<file path="src/hdl/fcbb_pkg.sv">
// Shared constants, types and helpers for the frame change bounding box block.
// No dependencies.
`default_nettype none
package fcbb_pkg;

  localparam int MAX_WIDTH  = 512;
  localparam int MAX_HEIGHT = 512;

  localparam int COL_W   = $clog2(MAX_WIDTH);
  localparam int ROW_W   = $clog2(MAX_HEIGHT);
  localparam int ADDR_W  = ROW_W + COL_W;
  localparam int PIX_W   = 8;
  localparam int DIM_W   = 10;
  localparam int COORD_W = 9;
  localparam int DELAY_W = 16;
  localparam int CFG_IDX_W = 2;

  localparam logic [CFG_IDX_W-1:0] REG_FRAME_WIDTH  = 2'd0;
  localparam logic [CFG_IDX_W-1:0] REG_FRAME_HEIGHT = 2'd1;
  localparam logic [CFG_IDX_W-1:0] REG_MAX_DELAY    = 2'd2;

  localparam logic [DIM_W-1:0] WIDTH_TOP  = DIM_W'(MAX_WIDTH & ~1);
  localparam logic [DIM_W-1:0] HEIGHT_TOP = DIM_W'(MAX_HEIGHT & ~1);
  localparam logic [DIM_W-1:0] DIM_FLOOR  = DIM_W'(2);

  typedef struct packed {
    logic [PIX_W-1:0] pix;
    logic [COL_W-1:0] col;
    logic [ROW_W-1:0] row;
    logic             last;
  } item_t;

  typedef struct packed {
    logic               changed;
    logic [COORD_W-1:0] min_x;
    logic [COORD_W-1:0] max_x;
    logic [COORD_W-1:0] min_y;
    logic [COORD_W-1:0] max_y;
    logic [DELAY_W-1:0] delay;
    logic               first;
  } result_t;

  function automatic logic [DIM_W-1:0] dim_in_use(input logic [DIM_W-1:0] value,
                                                  input logic [DIM_W-1:0] top);
    logic [DIM_W-1:0] v;
    v = value & ~DIM_W'(1);
    if (v < DIM_FLOOR) v = DIM_FLOOR;
    if (v > top) v = top;
    return v;
  endfunction

endpackage
`default_nettype wire

</file>
<file path="src/hdl/fcbb_box_track.sv">
// Compare stage: pixel against stored pixel, bounding box, delay and frame result.
// Depends on fcbb_pkg.
`default_nettype none
module fcbb_box_track
  import fcbb_pkg::*;
(
  input  wire logic               clk,
  input  wire logic               rst,
  input  wire logic               fire,
  input  wire item_t              item,
  input  wire logic [PIX_W-1:0]   stored,
  input  wire logic [COORD_W-1:0] last_x,
  input  wire logic [COORD_W-1:0] last_y,
  input  wire logic [DELAY_W-1:0] max_delay,
  output logic                    res_valid,
  output result_t                 res
);

  logic               have_previous;
  logic               any_change;
  logic [COL_W-1:0]   box_min_x;
  logic [COL_W-1:0]   box_max_x;
  logic [ROW_W-1:0]   box_min_y;
  logic [ROW_W-1:0]   box_max_y;
  logic [DELAY_W-1:0] delay_acc;

  logic               any_change_next;
  logic [COL_W-1:0]   box_min_x_next;
  logic [COL_W-1:0]   box_max_x_next;
  logic [ROW_W-1:0]   box_min_y_next;
  logic [ROW_W-1:0]   box_max_y_next;
  logic [DELAY_W:0]   delay_sum;
  logic [DELAY_W-1:0] delay_next;
  logic               diff;

  assign diff = have_previous && (stored != item.pix);

  always_comb begin
    any_change_next = any_change;
    box_min_x_next  = box_min_x;
    box_max_x_next  = box_max_x;
    box_min_y_next  = box_min_y;
    box_max_y_next  = box_max_y;
    if (diff) begin
      any_change_next = 1'b1;
      if (!any_change) begin
        box_min_x_next = item.col;
        box_max_x_next = item.col;
        box_min_y_next = item.row;
        box_max_y_next = item.row;
      end else begin
        if (item.col < box_min_x) box_min_x_next = item.col;
        if (item.col > box_max_x) box_max_x_next = item.col;
        if (item.row < box_min_y) box_min_y_next = item.row;
        if (item.row > box_max_y) box_max_y_next = item.row;
      end
    end
    delay_sum  = {1'b0, delay_acc} + (DELAY_W+1)'(2);
    delay_next = (delay_sum > {1'b0, max_delay}) ? max_delay : delay_sum[DELAY_W-1:0];
  end

  always_comb begin
    res = '0;
    res.delay = delay_next;
    if (!have_previous) begin
      res.changed = 1'b1;
      res.max_x   = last_x;
      res.max_y   = last_y;
      res.first   = 1'b1;
    end else if (any_change_next) begin
      res.changed = 1'b1;
      res.min_x   = COORD_W'(box_min_x_next);
      res.max_x   = COORD_W'(box_max_x_next);
      res.min_y   = COORD_W'(box_min_y_next);
      res.max_y   = COORD_W'(box_max_y_next);
    end
  end

  assign res_valid = fire && item.last;

  always_ff @(posedge clk) begin
    if (rst) begin
      have_previous <= 1'b0;
      any_change    <= 1'b0;
      box_min_x     <= '1;
      box_max_x     <= '0;
      box_min_y     <= '1;
      box_max_y     <= '0;
      delay_acc     <= '0;
    end else if (fire) begin
      if (item.last) begin
        have_previous <= 1'b1;
        any_change    <= 1'b0;
        box_min_x     <= '1;
        box_max_x     <= '0;
        box_min_y     <= '1;
        box_max_y     <= '0;
        delay_acc     <= (have_previous && any_change_next) ? '0 : delay_next;
      end else begin
        any_change <= any_change_next;
        box_min_x  <= box_min_x_next;
        box_max_x  <= box_max_x_next;
        box_min_y  <= box_min_y_next;
        box_max_y  <= box_max_y_next;
      end
    end
  end

  a_no_change_without_previous: assert property (@(posedge clk) disable iff (rst)
    !have_previous |-> !any_change)
    else $error("change recorded before a previous frame exists");

  a_box_ordered: assert property (@(posedge clk) disable iff (rst)
    any_change |-> (box_min_x <= box_max_x) && (box_min_y <= box_max_y))
    else $error("bounding box inverted");

  a_delay_capped: assert property (@(posedge clk) disable iff (rst)
    res_valid |-> res.delay <= max_delay)
    else $error("delay above cap");

endmodule
`default_nettype wire

</file>
<file path="config.mk">
export PLATFORM = sky130hd
export DESIGN_NAME = fcbb_box_track
export DESIGN_NICKNAME = d
export VERILOG_FILES = /design/src/hdl/fcbb_pkg.sv /design/src/hdl/fcbb_box_track.sv
export SDC_FILE = /design/constraint.sdc
export NUM_CORES = 1
export LEC_CHECK = 0
export BUFFER_PORTS_ARGS = -buffer_cell sky130_fd_sc_hd__buf_4
export CAP_MARGIN = 20
export CORE_MARGIN = 2
export CORE_UTILIZATION = 48
export DETAILED_ROUTE_END_ITERATION = 8
export PLACE_DENSITY = 0.74
export SLEW_MARGIN = 20
export SYNTH_ARGS = -nofsm -noshare
export SYNTH_HDL_FRONTEND = slang
export SYNTH_SLANG_ARGS = --single-unit
</file>
<file path="constraint.sdc">
create_clock -name clk -period 6.9 [get_ports clk]
set_clock_uncertainty 0.2 [all_clocks]
set_input_delay 1.035 -clock clk [delete_from_list [all_inputs] [get_ports clk]]
set_output_delay 1.035 -clock clk [all_outputs]
set_load 0.005 [all_outputs]
</file>
==> results of run 1 <==
[metrics by stage]
step	power (mW)	instances	utilization, %	setup WS [ns]	area, µm²
3_5_place_dp	0.547	839	59.5	1.86	5760
6_report	0.735	847	60.5	1.47	5860
4_1_cts	0.740	847	60.5	1.48	5860
5_1_grt	0.774	847	60.5	1.09	5860
3_3_place_gp	0.541	839	59.5	1.95	5760
2_1_floorplan	0.442	605	-	2.70	4750
[layout by cell type (no fill, tap or decap), types with 3 or more instances in the layout]
| cell | n |
|---|---|
| nand4b_1 | 8 |
| xor2_1 | 10 |
| a31oi_1 | 8 |
| nand3_1 | 13 |
| a221o_1 | 19 |
| mux2_2 | 9 |
| or3_1 | 10 |
| a21oi_1 | 24 |
| and3_1 | 8 |
| nor3_1 | 14 |
| nor2_1 | 72 |
| a221oi_1 | 9 |
| nand2_1 | 46 |
| xnor2_1 | 11 |
| ha_1 | 51 |
| inv_1 | 78 |
| nand4_1 | 7 |
| o31ai_1 | 4 |
| mux2i_1 | 42 |
| clkbuf_8 | 6 |
| a22o_1 | 20 |
| a21o_1 | 9 |
| dfxtp_1 | 54 |
| nand2b_1 | 5 |
| buf_4 | 131 |
| o21ai_0 | 12 |
| o22ai_1 | 3 |
[worst paths after layout]
check	end	from
min reg2reg	box_max_y[8]	box_max_y[8]
max	res[3]	delay_acc[3]
min	box_max_y[8]	box_max_y[8]
max reg2reg	delay_acc[4]	delay_acc[3]
[power groups by stage]
stage / clock network, mW / logic (mW) / registers [mW]
final: 0.196 / 0.216 / 0.324
after global routing: 0.209 / 0.239 / 0.325
after CTS: 0.199 / 0.217 / 0.324
after detailed placement: 0 / 0.216 / 0.331
after global placement: 0 / 0.210 / 0.331
after floorplan: 0 / 0.114 / 0.328
[sequential cells by signal, indices dropped and copies added (netlist names)]
| register | count |
|---|---|
| any_change | 1 |
| box_max_x | 9 |
| box_max_y | 9 |
| box_min_x | 9 |
| box_min_y | 9 |
| delay_acc | 16 |
| have_previous | 1 |
[synthesized netlist by cell type, drive strengths merged, types with 10 or more instances]
| library cell | instances |
|---|---|
| nor2 | 72 |
| xor2 | 10 |
| nor3 | 14 |
| a221o | 19 |
| a22o | 20 |
| buf | 13 |
| a31oi | 10 |
| a21oi | 25 |
| mux2i | 42 |
| inv | 79 |
| dfxtp | 54 |
| or3 | 10 |
| mux2 | 10 |
| clkbuf | 17 |
| nand2 | 46 |
| ha | 51 |
| nand3 | 13 |
| o21ai | 13 |
| xnor2 | 11 |
[per-layer routing]
layer	vias up	global-route usage (%)	part of all wire, %
met5	-	0	0
met4	0	5.89	0.92
met3	8	3.59	6.5
met2	140	42.4	50
met1	2196	29.6	43
li1	2360	-	-
[final cells by class]
cell class                      count  area [µm²]
Clock inverter                      2        12.5
Tap cell                          133         166
Fill cell                         908        3830
Timing Repair Buffer              131         983
Clock buffer                        6        82.6
Sequential cell                    54        1080
Inverter                           79         297
Multi-Input combinational cell    442        3240
[critical path: stages, from the launching register on]
cell,delay (ns)
dfxtp_1,0.45
nand3_1,0.22
nor4_4,0.46
nand2_1,0.12
xnor2_1,0.17
ha_1,0.32
nand3_1,0.11
or3_1,0.41
nand2b_1,0.17
o211ai_2,0.62
buf_4,0.35
mux2_2,0.37
buf_4,0.14
[kinds of logic (layout without fill, tap and decap cells)]
| kind of cell | after synthesis | in the layout | share of synthesized area, % |
|---|---|---|---|
| muxes | 52 | 52 | 11.2 |
| adders and majority gates | 51 | 51 | 13.4 |
| buffers and inverters | 109 | 218 | 9.32 |
| DFF | 54 | 54 | 22.7 |
| and+or+nand+nor | 193 | 193 | 19.6 |
| xor gates and xnor gates | 21 | 21 | 3.87 |
| AOI/OAI and AO/OA | 125 | 125 | 19.8 |
==> reports/metrics.cfg, run 1 <==
[cts]
clockBufferDepth = 2
post_cts_buffers = 0
cts_resized = 0
cts_tree = built
htreeDepth = 2
clkTransAtPathRegs_ns = 0.10
hold_buffers = 0
cts_sinks = 54
worst_skew_pair.late_latency_ns = 0.31
numCtsBuffers = 5
cts-root-buf = clkbuf_8

[sta]
maxSlewHeadroom_pct = 22.7
max_freq_mhz = 184
finalHoldViolations = 0
finalSetupViolCount = 0
setup_tns_ns = 0
period_share_pct = 78.8
whs_ns = 0.281
fin_crit_ns = 5.43
tightest_slew_ns = 1.15
rsz0062_at_grt = false
drv_slew = 0

[global_routing]
grt_start_max_net_pins = 36
grt_pass1_vias = 4612
grt_pass1_wl_mm = 21.5
grtUsageTotal_pct = 23.6
antenna_found_initial = 0
overflow = 0

[routing]
vias = 4704
dr.first_iter.drc_count = 153
routed_wl_mm = 12.6
final_antenna_net_count = 0
vias_per_cell = 5.55
first_pass_iters = 4
routedWlPerCell_um = 14.9
drcViolationCount = 0

[logic_synthesis]
seq_area_frac_synth_pct = 22.7
synth.area.top_cells = dfxtp_1 23%, ha_1 13%, mux2i_1 8.8%
yosys.cell_types.count = 50
synth_edf_count = 0
netlist.area_leader.share_pct = 22.7
synth_area_per_cell_um2 = 7.86
synth_cells = 605
syn_area_um2 = 4750
synth_top_flop_cell = dfxtp_1
syn_nets = 728
ys_ff_latch = 54
synth_warnings = 0
async_reset_ff_share_pct = 0
yosysTopAreaCell = dfxtp_1

[final_layout]
nets = 836
area_growth_pct = 23.2
diodes = 0
drive_above_1_share_pct = 22.1

[floorplan]
floorplan.initialDensity_pct = 49.1
die_x_um = 104
rows = 36
die_y_um = 104
fp.coreArea_um2 = 9680
num_io_pins = 127
die_area_um2 = 10700

[outcome]
outcome = complete, no violations

[worst_hold_path]
hold_class = flop to flop
holdPathStages = 2

[worst_setup_path]
cp.required_ns = 5.66
crit_path_end_kind = primary output
cp_max_fo = 17
cp-start-kind = flop
critical_path_arrival_ns = 4.20
setup.worst_path.class = flop to primary output
r2r_cells = 12
rrSetupSlack_ns = 2.65

[run]
drv_cap = 0

[pwr]
cellPowerDensity_nw_per_um2 = 125
p_int_uw = 506
comb_power_share_pct = 29.4
ir_drop_mv = 0.0723
p_leak_nw = 2.90
pwr-share-seq_pct = 44.0
clkPwrFrac_pct = 26.6
switching_share_pct = 31.2
p_sw_uw = 229

[place]
dpl.hpwl_mm = 9.82
gp_congestion = 0.869
portBuffers = 126

Power figures use the tool's default switching activity.
==> run 2, diff against run 1 <==
clock period = 5.05 ns   (was 6.9 ns; I/O delays follow)
==> reports/metrics.cfg, run 2 (synthesis gave the netlist of run 1 again) <==
[place]
place_area_um2 = 5770
dpl.hpwl_mm = 9.90
gp_congestion = 0.877
portBuffers = 126

[cts]
cts_sinks = 54
hold_buffers = 0
cts_resized = 0
clkTransAtPathRegs_ns = 0.11
clockBufferDepth = 2
numCtsBuffers = 5
htreeDepth = 2
worst_skew_pair.late_latency_ns = 0.32
cts-root-buf = clkbuf_8
post_cts_buffers = 0
cts_tree = built

[floorplan]
die_area_um2 = 10700
floorplan.initialDensity_pct = 49.1
die_y_um = 104
num_io_pins = 127
rows = 36
fp.coreArea_um2 = 9680
die_x_um = 104

[final_layout]
layout_commonest_cell = buf_4
area_growth_pct = 23.7
fillers = 902
top_register = delay_acc
largest_reg_flops = 16
diodes = 0
design_area_um2 = 5880
nets = 837
final_cell_mix = 132 x buf_4, 78 x inv_1, 72 x nor2_1
drive_above_1_share_pct = 22.2

[routing]
routedWlPerCell_um = 15.0
dr.first_iter.drc_count = 166
drcViolationCount = 0
first_pass_iters = 4
routed_wl_mm = 12.7
final_antenna_net_count = 0
vias_per_cell = 5.58
vias = 4735

[worst_setup_path]
cp_top_family = simple AND/OR/NAND/NOR gates
cp.required_ns = 4.09
setup.worst_path.class = flop to primary output
crit_path_end_kind = primary output
cp_cell_sequence = nand3_1 -> nor4_4 -> nand2_1 -> xnor2_1 -> ha_1 -> nand3_1 -> or3_1 -> nand2b_1 -> o211ai_2 -> buf_4 -> mux2_2 -> buf_4
cp-start-kind = flop
critical_path_arrival_ns = 3.61
crit_buf_inv = 2
cp_max_fo = 15
max_stage_delay_ns = 0.47
cpMaxStageDelayCell = nor4_4
rrSetupSlack_ns = 1.39

[sta]
setup_tns_ns = 0
rsz0062_at_grt = false
drv_slew = 0
maxSlewHeadroom_pct = 23.6
finalSetupViolCount = 0
fin_crit_ns = 4.57
max_freq_mhz = 219
tightest_slew_ns = 1.14
period_share_pct = 90.5
finalHoldViolations = 0

[worst_hold_path]
hold_class = flop to flop

[outcome]
outcome = complete, no violations

[run]
drv_cap = 0

[global_routing]
antenna_found_initial = 0
grt_pass1_wl_mm = 21.4
grt_pass1_vias = 4564
grt_start_max_net_pins = 32
overflow = 0
grtUsageTotal_pct = 23.6

[pwr]
cellPowerDensity_nw_per_um2 = 175
p_leak_nw = 2.92
ir_drop_mv = 0.139

[run 2: changes by cell type in the layout (fill, tap and decap cells not counted), sizes merged]
cell and delta:
clkbuf +2, clkinvlp -1, clkinv -1, buf +1
[run 2: final cells by class]
type	count	area, µm²	area share (%)
Tap cell	133	166	2.83
Clock buffer	8	110	1.87
Sequential cell	54	1080	18.4
Multi-Input combinational cell	442	3240	55.0
Inverter	79	297	5.04
Timing Repair Buffer	132	991	16.9
[run 2: power by group]
part | leakage (nW) | switching, mW | internal [mW]
registers | 0.437 | 0.00903 | 0.434
logic | 2.42 | 0.149 | 0.147
clock network | 0.0575 | 0.153 | 0.139
total | 2.92 | 0.311 | 0.720
[run 2: per-layer routing]
| layer | track usage [%] | wire length (µm) | vias to the layer above |
|---|---|---|---|
| li1 | - | - | 2361 |
| met2 | 42.2 | 6280 | 116 |
| met1 | 29.3 | 5700 | 2242 |
| met4 | 6.56 | 195 | 0 |
| met3 | 3.90 | 560 | 16 |
| met5 | 0 | 0 | - |
[run 2: worst reg2reg max path, delay by kind of cell, from the launching register on]
kind            cells  cell delay (ns)
compound gates      2             0.35
xor+xnor            1             0.17
fa+ha+maj           1             0.31
buf+inv             1             0.25
flops               1             0.44
mux                 1             0.37
simple gates        6             1.48
[run 2: final timing paths]
kind | to | from | cells after the start
min | box_max_y[8] | box_max_y[8] | 2
max reg2reg | delay_acc[2] | delay_acc[3] | 12
min reg2reg | box_max_y[8] | box_max_y[8] | 2
max | res[14] | delay_acc[3] | 12
[run 2: through the flow]
step	setup slack (ns)	utilization (%)	hold WS [ns]	total power, mW	std cells
floorplan	1.13	-	0.241	0.604	605
global placement	0.930	59.6	0.249	0.739	840
detailed placement	0.829	59.6	0.258	0.749	840
CTS	0.461	60.7	0.275	1.04	848
global route	0.177	60.7	0.299	1.09	848
finish	0.479	60.7	0.274	1.03	848
